$ cat config.mk
export PLATFORM = sky130hd
export DESIGN_NAME = video_quality_ladder_select_flat
export DESIGN_NICKNAME = d
export VERILOG_FILES = /design/src/hdl/vqls_pkg.sv /design/src/hdl/vqls_if.sv /design/src/hdl/video_quality_ladder_select.sv /design/src/flat_wrapper.sv
export SDC_FILE = /design/constraint.sdc
export NUM_CORES = 2
export LEC_CHECK = 0
export ABC_CLOCK_PERIOD_IN_PS = 10100
export BUFFER_PORTS_ARGS = -buffer_cell sky130_fd_sc_hd__clkbuf_2
export CELL_PAD_IN_SITES_DETAIL_PLACEMENT = 0
export CELL_PAD_IN_SITES_GLOBAL_PLACEMENT = 2
export CORE_MARGIN = 2
export CORE_UTILIZATION = 35
export DETAILED_ROUTE_END_ITERATION = 6
export PLACE_DENSITY_LB_ADDON = 0.1
export SKIP_LAST_GASP = 1
export SLEW_MARGIN = 15
export SYNTH_ARGS = -nofsm -noshare
export SYNTH_HDL_FRONTEND = slang
export SYNTH_SLANG_ARGS = --single-unit
export TNS_END_PERCENT = 10
$ cat constraint.sdc
create_clock -name clk_i -period 10.1 [get_ports clk_i]
set_clock_uncertainty 0.05 [all_clocks]
set_input_delay 1.515 -clock clk_i [delete_from_list [all_inputs] [get_ports clk_i]]
set_output_delay 1.515 -clock clk_i [all_outputs]
set_load 0.02 [all_outputs]
$ cat src/hdl/vqls_pkg.sv
`timescale 1ns / 1ps
package vqls_pkg;

  localparam int BITRATE_W = 32;
  localparam int DIM_W     = 14;
  localparam int IDX_W     = 4;
  localparam int FPS_W     = 6;
  localparam int VFPS_W    = 8;
  localparam int PRIO_W    = 2;
  localparam int ROM_RUNGS = 16;
  localparam int RDIM_W    = 12;
  localparam int THR_W     = 24;
  localparam int PIX_W     = 24;

  localparam int APB_AW = 5;
  localparam int APB_DW = 32;

  typedef enum logic [2:0] {
    REG_MIN_BITRATE  = 3'd0,
    REG_PEER_CEILING = 3'd1,
    REG_VIEWER_RATE  = 3'd2,
    REG_VIEWER_FPS   = 3'd3,
    REG_VIEWER_HT    = 3'd4,
    REG_PRIORITY     = 3'd5
  } cfg_reg_e;

  localparam logic [PRIO_W-1:0] PRIO_BALANCED  = 2'd0;
  localparam logic [PRIO_W-1:0] PRIO_FRAMERATE = 2'd1;
  localparam logic [PRIO_W-1:0] PRIO_PIXELS    = 2'd2;

  localparam logic [BITRATE_W-1:0] MIN_BITRATE_RST  = 32'd150000;
  localparam logic [BITRATE_W-1:0] PEER_CEILING_RST = 32'd15000000;
  localparam logic [VFPS_W-1:0]    DEFAULT_FPS_CAP  = 8'd30;

  typedef struct packed {
    logic [RDIM_W-1:0] w;
    logic [RDIM_W-1:0] h;
    logic [FPS_W-1:0]  fps;
    logic [THR_W-1:0]  thr;
    logic [PIX_W-1:0]  pix;
  } rung_t;

  function automatic rung_t rung_f(input logic [IDX_W-1:0] idx);
    rung_t r;
    unique case (idx)
      4'd0:  r = '{12'd3840, 12'd2160, 6'd30, 24'd15000000, 24'd8294400};
      4'd1:  r = '{12'd2560, 12'd1440, 6'd60, 24'd14000000, 24'd3686400};
      4'd2:  r = '{12'd3840, 12'd2160, 6'd15, 24'd12000000, 24'd8294400};
      4'd3:  r = '{12'd2560, 12'd1440, 6'd30, 24'd10000000, 24'd3686400};
      4'd4:  r = '{12'd1920, 12'd1080, 6'd60, 24'd9000000,  24'd2073600};
      4'd5:  r = '{12'd1920, 12'd1080, 6'd30, 24'd6000000,  24'd2073600};
      4'd6:  r = '{12'd1280, 12'd720,  6'd60, 24'd4800000,  24'd921600};
      4'd7:  r = '{12'd1600, 12'd900,  6'd30, 24'd4500000,  24'd1440000};
      4'd8:  r = '{12'd1280, 12'd720,  6'd30, 24'd3000000,  24'd921600};
      4'd9:  r = '{12'd1280, 12'd720,  6'd15, 24'd1800000,  24'd921600};
      4'd10: r = '{12'd960,  12'd540,  6'd30, 24'd1600000,  24'd518400};
      4'd11: r = '{12'd960,  12'd540,  6'd15, 24'd1000000,  24'd518400};
      4'd12: r = '{12'd640,  12'd360,  6'd30, 24'd700000,   24'd230400};
      4'd13: r = '{12'd1280, 12'd720,  6'd10, 24'd450000,   24'd921600};
      4'd14: r = '{12'd960,  12'd540,  6'd10, 24'd380000,   24'd518400};
      4'd15: r = '{12'd640,  12'd360,  6'd5,  24'd350000,   24'd230400};
      default: r = '{12'd640, 12'd360, 6'd5, 24'd350000, 24'd230400};
    endcase
    return r;
  endfunction

endpackage

$ cat src/hdl/vqls_if.sv
`timescale 1ns / 1ps
interface vqls_in_if import vqls_pkg::*; ();
  logic                 valid;
  logic                 ready;
  logic [BITRATE_W-1:0] target_bitrate;
  logic [DIM_W-1:0]     src_width;
  logic [DIM_W-1:0]     src_height;

  modport source (output valid, target_bitrate, src_width, src_height, input ready);
  modport sink   (input valid, target_bitrate, src_width, src_height, output ready);
endinterface

interface vqls_out_if import vqls_pkg::*; ();
  logic                 valid;
  logic                 ready;
  logic [IDX_W-1:0]     rung_index;
  logic [DIM_W-1:0]     out_width;
  logic [DIM_W-1:0]     out_height;
  logic [FPS_W-1:0]     out_fps;
  logic [BITRATE_W-1:0] out_bitrate;

  modport source (output valid, rung_index, out_width, out_height, out_fps, out_bitrate,
                  input ready);
  modport sink   (input valid, rung_index, out_width, out_height, out_fps, out_bitrate,
                  output ready);
endinterface

$ cat src/hdl/video_quality_ladder_select.sv
`timescale 1ns / 1ps
// Video quality ladder select: takes one word (target bitrate, source width and
// height) and returns one encode setting word (rung index, even scaled width and
// height, rung frame rate, clamped bitrate). The bitrate is clamped between the
// floor and the ceiling (viewer cap if set), then the first min(LADDER_DEPTH, 16)
// rungs of a fixed ROM ladder are walked one rung per cycle under the priority
// mode, falling back to the last rung walked. The source is scaled by the
// smaller of 1 and the rung/source ratios using one shared 14x14 multiplier and
// a restoring divider that retires one quotient bit per cycle. When no scaling
// is needed the 26-step divide is skipped. The input is not ready from
// acceptance until the result word is in the output register. The result
// sits in an output register, so a new word is taken while it waits.
// Configuration is an APB slave: registers at byte offsets 0 (floor bitrate),
// 4 (peer ceiling), 8 (viewer bitrate cap), 12 (viewer fps cap), 16 (viewer
// height cap) and 20 (priority mode); pready is tied high.
module video_quality_ladder_select import vqls_pkg::*; #(
  parameter int LADDER_DEPTH = 16
) (
  input  logic              clk_i,
  input  logic              rst_ni,
  vqls_in_if.sink           in_i,
  vqls_out_if.source        out_o,
  input  logic              psel,
  input  logic              penable,
  input  logic              pwrite,
  input  logic [APB_AW-1:0] paddr,
  input  logic [APB_DW-1:0] pwdata,
  output logic [APB_DW-1:0] prdata,
  output logic              pready
);

  localparam int N_EFF = (LADDER_DEPTH < ROM_RUNGS) ? LADDER_DEPTH : ROM_RUNGS;
  localparam logic [IDX_W-1:0] LAST_IDX = IDX_W'(N_EFF - 1);
  localparam int PROD_W = 2 * DIM_W;
  localparam int DVD_W  = DIM_W + RDIM_W;
  localparam int CNT_W  = $clog2(DVD_W);
  localparam logic [CNT_W-1:0] DIV_LAST = CNT_W'(DVD_W - 1);

  typedef enum logic [3:0] {
    S_IDLE, S_CEIL, S_RATE, S_WALK, S_PICK, S_SCL1, S_SCL2, S_LOAD, S_DIV, S_FIN
  } state_e;

  typedef enum logic [1:0] {
    SC_NONE, SC_W, SC_H
  } scale_e;

  // configuration registers
  logic [BITRATE_W-1:0] min_q, peer_q, vmb_q;
  logic [VFPS_W-1:0]    vfps_q;
  logic [DIM_W-1:0]     vmh_q;
  logic [PRIO_W-1:0]    prio_q;

  // datapath
  state_e               state_q;
  logic [BITRATE_W-1:0] target_q, ceil_q, rate_q;
  logic [DIM_W-1:0]     sw_q, sh_q;
  logic [PROD_W-1:0]    spix_q, prod_q;
  logic [IDX_W-1:0]     idx_q, sel_q;
  logic                 f_found_q, m1_found_q, m2_found_q;
  logic [IDX_W-1:0]     f_idx_q, m1_idx_q, m2_idx_q;
  logic [PIX_W-1:0]     m2_pix_q;
  logic [FPS_W-1:0]     m2_fps_q;
  logic [RDIM_W-1:0]    rw_q, rh_q;
  logic [FPS_W-1:0]     rfps_q;
  logic                 wless_q;
  scale_e               scase_q;
  logic [DIM_W-1:0]     other_q, den_q;
  logic [RDIM_W-1:0]    num_q;
  logic [DVD_W-1:0]     quo_q;
  logic [DIM_W:0]       rem_q;
  logic [CNT_W-1:0]     cnt_q;

  // output register
  logic                 out_valid_q;
  logic [IDX_W-1:0]     o_idx_q;
  logic [DIM_W-1:0]     o_w_q, o_h_q;
  logic [FPS_W-1:0]     o_fps_q;
  logic [BITRATE_W-1:0] o_rate_q;

  logic cfg_wr;
  assign cfg_wr = psel && penable && pwrite;
  assign pready = 1'b1;

  always_ff @(posedge clk_i or negedge rst_ni) begin
    if (!rst_ni) begin
      min_q  <= MIN_BITRATE_RST;
      peer_q <= PEER_CEILING_RST;
      vmb_q  <= '0;
      vfps_q <= '0;
      vmh_q  <= '0;
      prio_q <= PRIO_BALANCED;
    end else if (cfg_wr) begin
      unique case (paddr[4:2])
        REG_MIN_BITRATE:  min_q  <= pwdata;
        REG_PEER_CEILING: peer_q <= pwdata;
        REG_VIEWER_RATE:  vmb_q  <= pwdata;
        REG_VIEWER_FPS:   vfps_q <= pwdata[VFPS_W-1:0];
        REG_VIEWER_HT:    vmh_q  <= pwdata[DIM_W-1:0];
        REG_PRIORITY:     prio_q <= pwdata[PRIO_W-1:0];
        default: ;
      endcase
    end
  end

  always_comb begin
    unique case (paddr[4:2])
      REG_MIN_BITRATE:  prdata = min_q;
      REG_PEER_CEILING: prdata = peer_q;
      REG_VIEWER_RATE:  prdata = vmb_q;
      REG_VIEWER_FPS:   prdata = APB_DW'(vfps_q);
      REG_VIEWER_HT:    prdata = APB_DW'(vmh_q);
      REG_PRIORITY:     prdata = APB_DW'(prio_q);
      default:          prdata = '0;
    endcase
  end

  function automatic logic [BITRATE_W-1:0] clamp_f(input logic [BITRATE_W-1:0] x,
                                                   input logic [BITRATE_W-1:0] lo,
                                                   input logic [BITRATE_W-1:0] hi);
    logic [BITRATE_W-1:0] r;
    if (x < lo)      r = lo;
    else if (x > hi) r = hi;
    else             r = x;
    return r;
  endfunction

  function automatic logic [DIM_W-1:0] even2_f(input logic [DIM_W-1:0] v);
    logic [DIM_W-1:0] e;
    e = {v[DIM_W-1:1], 1'b0};
    return (e < DIM_W'(2)) ? DIM_W'(2) : e;
  endfunction

  // shared multiplier
  logic [DIM_W-1:0]  mul_a, mul_b;
  logic [PROD_W-1:0] mul_p;
  always_comb begin
    unique case (state_q)
      S_SCL1:  begin mul_a = DIM_W'(rh_q); mul_b = sw_q; end
      S_SCL2:  begin mul_a = DIM_W'(rw_q); mul_b = sh_q; end
      S_LOAD:  begin mul_a = other_q;      mul_b = DIM_W'(num_q); end
      default: begin mul_a = sw_q;         mul_b = sh_q; end
    endcase
  end
  assign mul_p = mul_a * mul_b;

  // rung under test and its eligibility
  logic [VFPS_W-1:0] fps_cap, fps_want;
  rung_t             cur;
  logic              cur_ok;
  assign fps_cap  = (vfps_q != '0) ? vfps_q : DEFAULT_FPS_CAP;
  assign fps_want = (fps_cap < DEFAULT_FPS_CAP) ? fps_cap : DEFAULT_FPS_CAP;
  assign cur      = rung_f(idx_q);
  assign cur_ok   = (rate_q >= BITRATE_W'(cur.thr)) &&
                    (PROD_W'(cur.pix) <= spix_q) &&
                    (VFPS_W'(cur.fps) <= fps_cap) &&
                    ((vmh_q == '0) || (DIM_W'(cur.h) <= vmh_q));

  // rung choice at the end of the walk
  logic [IDX_W-1:0] pick_idx;
  rung_t            pick;
  always_comb begin
    if (prio_q == PRIO_FRAMERATE && m1_found_q)   pick_idx = m1_idx_q;
    else if (prio_q == PRIO_PIXELS && m2_found_q) pick_idx = m2_idx_q;
    else if (f_found_q)                           pick_idx = f_idx_q;
    else                                          pick_idx = LAST_IDX;
  end
  assign pick = rung_f(pick_idx);

  // divider step
  logic [DIM_W:0] trial;
  logic           fits;
  assign trial = {rem_q[DIM_W-1:0], quo_q[DVD_W-1]};
  assign fits  = trial >= {1'b0, den_q};

  logic hless;
  assign hless = wless_q ? (prod_q < mul_p) : (DIM_W'(rh_q) < sh_q);

  logic [DIM_W-1:0] res_w, res_h;
  always_comb begin
    unique case (scase_q)
      SC_W:    begin res_w = DIM_W'(rw_q);          res_h = quo_q[DIM_W-1:0]; end
      SC_H:    begin res_w = quo_q[DIM_W-1:0];      res_h = DIM_W'(rh_q); end
      default: begin res_w = sw_q;                  res_h = sh_q; end
    endcase
  end

  assign in_i.ready = (state_q == S_IDLE);

  always_ff @(posedge clk_i or negedge rst_ni) begin
    if (!rst_ni) begin
      state_q     <= S_IDLE;
      out_valid_q <= 1'b0;
      f_found_q   <= 1'b0;
      m1_found_q  <= 1'b0;
      m2_found_q  <= 1'b0;
      idx_q       <= '0;
      cnt_q       <= '0;
      scase_q     <= SC_NONE;
    end else begin
      if (out_valid_q && out_o.ready && (state_q != S_FIN)) out_valid_q <= 1'b0;
      unique case (state_q)
        S_IDLE: begin
          if (in_i.valid) begin
            // hold the word, lifting sides below 2 up to 2
            target_q <= in_i.target_bitrate;
            sw_q     <= (in_i.src_width  < DIM_W'(2)) ? DIM_W'(2) : in_i.src_width;
            sh_q     <= (in_i.src_height < DIM_W'(2)) ? DIM_W'(2) : in_i.src_height;
            state_q  <= S_CEIL;
          end
        end
        S_CEIL: begin
          ceil_q  <= (vmb_q != '0) ? clamp_f(vmb_q, min_q, peer_q) : peer_q;
          spix_q  <= mul_p;
          state_q <= S_RATE;
        end
        S_RATE: begin
          rate_q     <= clamp_f(target_q, min_q, ceil_q);
          idx_q      <= '0;
          f_found_q  <= 1'b0;
          m1_found_q <= 1'b0;
          m2_found_q <= 1'b0;
          state_q    <= S_WALK;
        end
        S_WALK: begin
          // track first eligible, first at wanted fps and largest picture at once
          if (cur_ok && !f_found_q) begin
            f_found_q <= 1'b1;
            f_idx_q   <= idx_q;
          end
          if (cur_ok && !m1_found_q && (VFPS_W'(cur.fps) >= fps_want)) begin
            m1_found_q <= 1'b1;
            m1_idx_q   <= idx_q;
          end
          if (cur_ok && (!m2_found_q || cur.pix > m2_pix_q ||
                         (cur.pix == m2_pix_q && cur.fps > m2_fps_q))) begin
            m2_found_q <= 1'b1;
            m2_idx_q   <= idx_q;
            m2_pix_q   <= cur.pix;
            m2_fps_q   <= cur.fps;
          end
          if (idx_q == LAST_IDX) state_q <= S_PICK;
          else                   idx_q   <= idx_q + IDX_W'(1);
        end
        S_PICK: begin
          sel_q   <= pick_idx;
          rw_q    <= pick.w;
          rh_q    <= pick.h;
          rfps_q  <= pick.fps;
          state_q <= S_SCL1;
        end
        S_SCL1: begin
          prod_q  <= mul_p;
          wless_q <= DIM_W'(rw_q) < sw_q;
          state_q <= S_SCL2;
        end
        S_SCL2: begin
          // height ratio wins only when strictly smaller than the current scale
          if (hless) begin
            scase_q <= SC_H;
            num_q   <= rh_q;
            den_q   <= sh_q;
            other_q <= sw_q;
          end else if (wless_q) begin
            scase_q <= SC_W;
            num_q   <= rw_q;
            den_q   <= sw_q;
            other_q <= sh_q;
          end else begin
            scase_q <= SC_NONE;
            num_q   <= rw_q;
            den_q   <= sw_q;
            other_q <= sh_q;
          end
          state_q <= S_LOAD;
        end
        S_LOAD: begin
          quo_q   <= mul_p[DVD_W-1:0];
          rem_q   <= '0;
          cnt_q   <= '0;
          state_q <= (scase_q == SC_NONE) ? S_FIN : S_DIV;
        end
        S_DIV: begin
          rem_q <= fits ? (trial - {1'b0, den_q}) : trial;
          quo_q <= {quo_q[DVD_W-2:0], fits};
          if (cnt_q == DIV_LAST) state_q <= S_FIN;
          else                   cnt_q   <= cnt_q + CNT_W'(1);
        end
        S_FIN: begin
          // drop the result into the output register once it is free
          if (!out_valid_q || out_o.ready) begin
            out_valid_q <= 1'b1;
            o_idx_q     <= sel_q;
            o_w_q       <= even2_f(res_w);
            o_h_q       <= even2_f(res_h);
            o_fps_q     <= rfps_q;
            o_rate_q    <= rate_q;
            state_q     <= S_IDLE;
          end
        end
        default: state_q <= S_IDLE;
      endcase
    end
  end

  assign out_o.valid       = out_valid_q;
  assign out_o.rung_index  = o_idx_q;
  assign out_o.out_width   = o_w_q;
  assign out_o.out_height  = o_h_q;
  assign out_o.out_fps     = o_fps_q;
  assign out_o.out_bitrate = o_rate_q;

endmodule

$ cat src/flat_wrapper.sv
// flat-port wrapper written by rule: the top's interface ports become plain ports
module video_quality_ladder_select_flat import vqls_pkg::*;
#(
  parameter int LADDER_DEPTH = 16
)
  (clk_i, rst_ni, psel, penable, pwrite, paddr, pwdata, prdata, pready, in_i_valid, in_i_target_bitrate, in_i_src_width, in_i_src_height, in_i_ready, out_o_valid, out_o_rung_index, out_o_out_width, out_o_out_height, out_o_out_fps, out_o_out_bitrate, out_o_ready);
  vqls_in_if in_i_i ();
  vqls_out_if out_o_i ();
  input  logic clk_i;
  input  logic rst_ni;
  input  logic psel;
  input  logic penable;
  input  logic pwrite;
  input  logic [APB_AW-1:0] paddr;
  input  logic [APB_DW-1:0] pwdata;
  output logic [APB_DW-1:0] prdata;
  output logic pready;
  input wire logic [$bits(in_i_i.valid)-1:0] in_i_valid;
  input wire logic [$bits(in_i_i.target_bitrate)-1:0] in_i_target_bitrate;
  input wire logic [$bits(in_i_i.src_width)-1:0] in_i_src_width;
  input wire logic [$bits(in_i_i.src_height)-1:0] in_i_src_height;
  output wire logic [$bits(in_i_i.ready)-1:0] in_i_ready;
  output wire logic [$bits(out_o_i.valid)-1:0] out_o_valid;
  output wire logic [$bits(out_o_i.rung_index)-1:0] out_o_rung_index;
  output wire logic [$bits(out_o_i.out_width)-1:0] out_o_out_width;
  output wire logic [$bits(out_o_i.out_height)-1:0] out_o_out_height;
  output wire logic [$bits(out_o_i.out_fps)-1:0] out_o_out_fps;
  output wire logic [$bits(out_o_i.out_bitrate)-1:0] out_o_out_bitrate;
  input wire logic [$bits(out_o_i.ready)-1:0] out_o_ready;
  assign in_i_i.valid = in_i_valid;
  assign in_i_i.target_bitrate = in_i_target_bitrate;
  assign in_i_i.src_width = in_i_src_width;
  assign in_i_i.src_height = in_i_src_height;
  assign in_i_ready = in_i_i.ready;
  assign out_o_valid = out_o_i.valid;
  assign out_o_rung_index = out_o_i.rung_index;
  assign out_o_out_width = out_o_i.out_width;
  assign out_o_out_height = out_o_i.out_height;
  assign out_o_out_fps = out_o_i.out_fps;
  assign out_o_out_bitrate = out_o_i.out_bitrate;
  assign out_o_i.ready = out_o_ready;
  video_quality_ladder_select #(.LADDER_DEPTH(LADDER_DEPTH)) u_core (.clk_i(clk_i), .rst_ni(rst_ni), .in_i(in_i_i), .out_o(out_o_i), .psel(psel), .penable(penable), .pwrite(pwrite), .paddr(paddr), .pwdata(pwdata), .prdata(prdata), .pready(pready));
endmodule
==> run metrics <==
Ant. Diodes=0; gpl congestion=slightly below 0.9; Reg clk slew, reported paths=60 ps; status=complete, no violations; CP Max Fanout=21; clock sink count=520; global route overflow=0; Ports=209; layout cell share with drive strength beyond 1=0.1572; Die H=323.9 µm; routed len/inst=around 22 µm; met3 wire len=about 4000 µm; Core ar.=between 0.1 and 0.15 mm²; initial antenna violation count=0; cell taking the most area after synthesis=edfxtp_1; Final min period=9607 ps; root buf cell=clkbuf_16; DR top layer=met4; Buf+Inv Stages, Crit Path=8; Sum Neg Setup Slack=0 ps; RSZ-0062 raised after global routing=no; Mapped Area=approximately 0.036 mm²; DPL Wire Length=a little under 90000 µm; clk buf depth=3; Port Buffers=roughly 200; CTS tree=built; WL final=113000 µm; via/cell ratio=a little over 5; Vias=about 27000; Clk Latency, worst-skew pair=roughly 640 ps; Final setup viols=0; Mapped Cells=3457; starting density of the core=0.3525; Crit path max-delay family=adder cells; fillers=around 10000; Num CTS Buffers=68; Min-Delay Path Class=reg -> reg; Die Footprint=about 0.10 mm²; Distinct cells, synth=around 80; CTS Hold Bufs=0; FP Rows=117; synthesized area per cell=roughly 10 µm²; max cap viols=0; register bit count reported by yosys=520; critical path data required time=10410 ps; final worst-path cycle share=0.9512; critical path type=reg -> reg; Total Nets Final=4316; Area growth syn-to-layout=15.83%; Worst setup SP type=flip-flop; top cells by area, synth=edfxtp_1 32%, ha_1 13%, dfrtp_1 8.5%; footprint of the multi-input gates=around 0.019 mm²; r2r setup slk=~490 ps; Yosys top cell area share=0.3195; EDFF count, synth=381; H-tree Lvls=3; Most used DFF post-synth=edfxtp_1; Final ANT Viol Nets=0; drt first-iter violations=1605; max frequency=roughly 100 MHz; die width=323.9 µm; number of global-route vias before repair=between 20000 and 30000; detailed-router iteration count before antenna repair=5; Async S/R FF share, synth=0.2673; DRC=0; first-pass GRT wire length=approximately 170000 µm; sequential element share of the synthesized area=0.4173; Crit. End Element=flip-flop; Synth Warn #=0; slew at the pin closest to its max-slew limit=~1100 ps; Max-slew headroom=0.2927; most used cell, CP=fa_1; Final Slew Violations=0; Metal-1 WL=49180 µm; CP max stage delay=590 ps; count leader, synth=inv_1; met2 wire len=approximately 56000 µm; total track usage=0.2185; Final Hold Viols=0; sequential cell area=about 0.015 mm²; most instantiated cells after synthesis=399 x inv_1, 381 x edfxtp_1, 367 x ha_1, 322 x nand2_1, 281 x nor2_1; largest net degree at the start of global routing=between 60 and 70; Worst path slowest cell=fa_1; CP arrival=around 9900 ps
==> placed cells by master, fill, tap and decap left out, types with 30 or more instances in the layout <==
master / instances
o21ai_0: 151
o21a_1: 37
mux2_2: 94
fa_1: 142
nand3_1: 81
a22oi_1: 30
nor2_1: 277
ha_1: 367
buf_4: 103
nand2_1: 322
nor3_1: 37
a21oi_1: 164
inv_1: 399
nor2b_1: 39
o211ai_1: 40
clkbuf_16: 73
clkbuf_2: 202
edfxtp_1: 381
mux2i_1: 142
a21o_1: 57
dfrtp_1: 120
nand4_1: 51
nand2b_1: 30
nor4_1: 30
==> timing repair <==
action                     in CTS  in global routing
resized for setup               0                 26
setup buffers                   0                  8
setup endpoints to repair       0                 38
==> final cells by class <==
cell class              count  area share
repair buffers            318     0.04824
multi-input cells        2394      0.4578
flip-flops and latches    520      0.3603
clock buffers              92     0.04673
clock inverters            34    0.009382
well taps                1368     0.04127
inverters                 401     0.03629
==> worst paths after layout <==
check	start	to	depth (start not counted)
max	u_core.state_q[0]	u_core.num_q[7]	35
min	u_core.rfps_q[5]	u_core.out_o.out_fps[5]	0
max reg2reg	u_core.state_q[0]	u_core.num_q[7]	35
min reg2reg	u_core.rfps_q[5]	u_core.out_o.out_fps[5]	0
max in group asynchronous	rst_ni	u_core.vmb_q[25]	3
min in group asynchronous	rst_ni	u_core.vmh_q[3]	1
==> flip-flops by register name, indices dropped and copies added (netlist names), 26 cells and up <==
name / flops
u_core.out_o.out_bitrate: 32
u_core.prod_q: 28
u_core.rate_q: 32
u_core.peer_q: 32
u_core.target_q: 32
u_core.min_q: 32
u_core.spix_q: 28
u_core.ceil_q: 32
u_core.quo_q: 26
u_core.vmb_q: 32
==> cells by family after synthesis <==
kind of cell	after synthesis	synth area share
adder cells (fa/ha/maj)	509	0.2076
AO/OA/AOI/OAI	657	0.1165
buffers and inverters	545	0.05811
flip-flops	520	0.4173
multiplexers	243	0.07146
other	2	0.0002097
XOR/XNOR	31	0.007792
AND/OR/NAND/NOR	950	0.1210
==> metrics by stage <==
stage                     instance area [µm²]  cells  setup slack (ps)  utilization  hold slack (ps)
after CTS                               41300   5118             191.0       0.4065            371.0
final                                   41470   5127             492.9       0.4082            370.0
after global routing                    41470   5127             34.81       0.4082            371.0
after floorplan                         35820   3459             678.8            -            350.3
after detailed placement                38970   4992             245.8       0.3836            358.9
after global placement                  38970   4992             273.4       0.3836            361.4
==> layer usage <==
| metal | GRT usage | vias up |
|---|---|---|
| li1 | - | 12720 |
| met1 | 0.2780 | 13060 |
| met2 | 0.3884 | 594 |
| met3 | 0.02610 | 157 |
| met4 | 0.06286 | 0 |
| met5 | 0 | - |
Power is not shown: default switching activity piles up to over one toggle a cycle in this logic, so the estimate is an artifact.
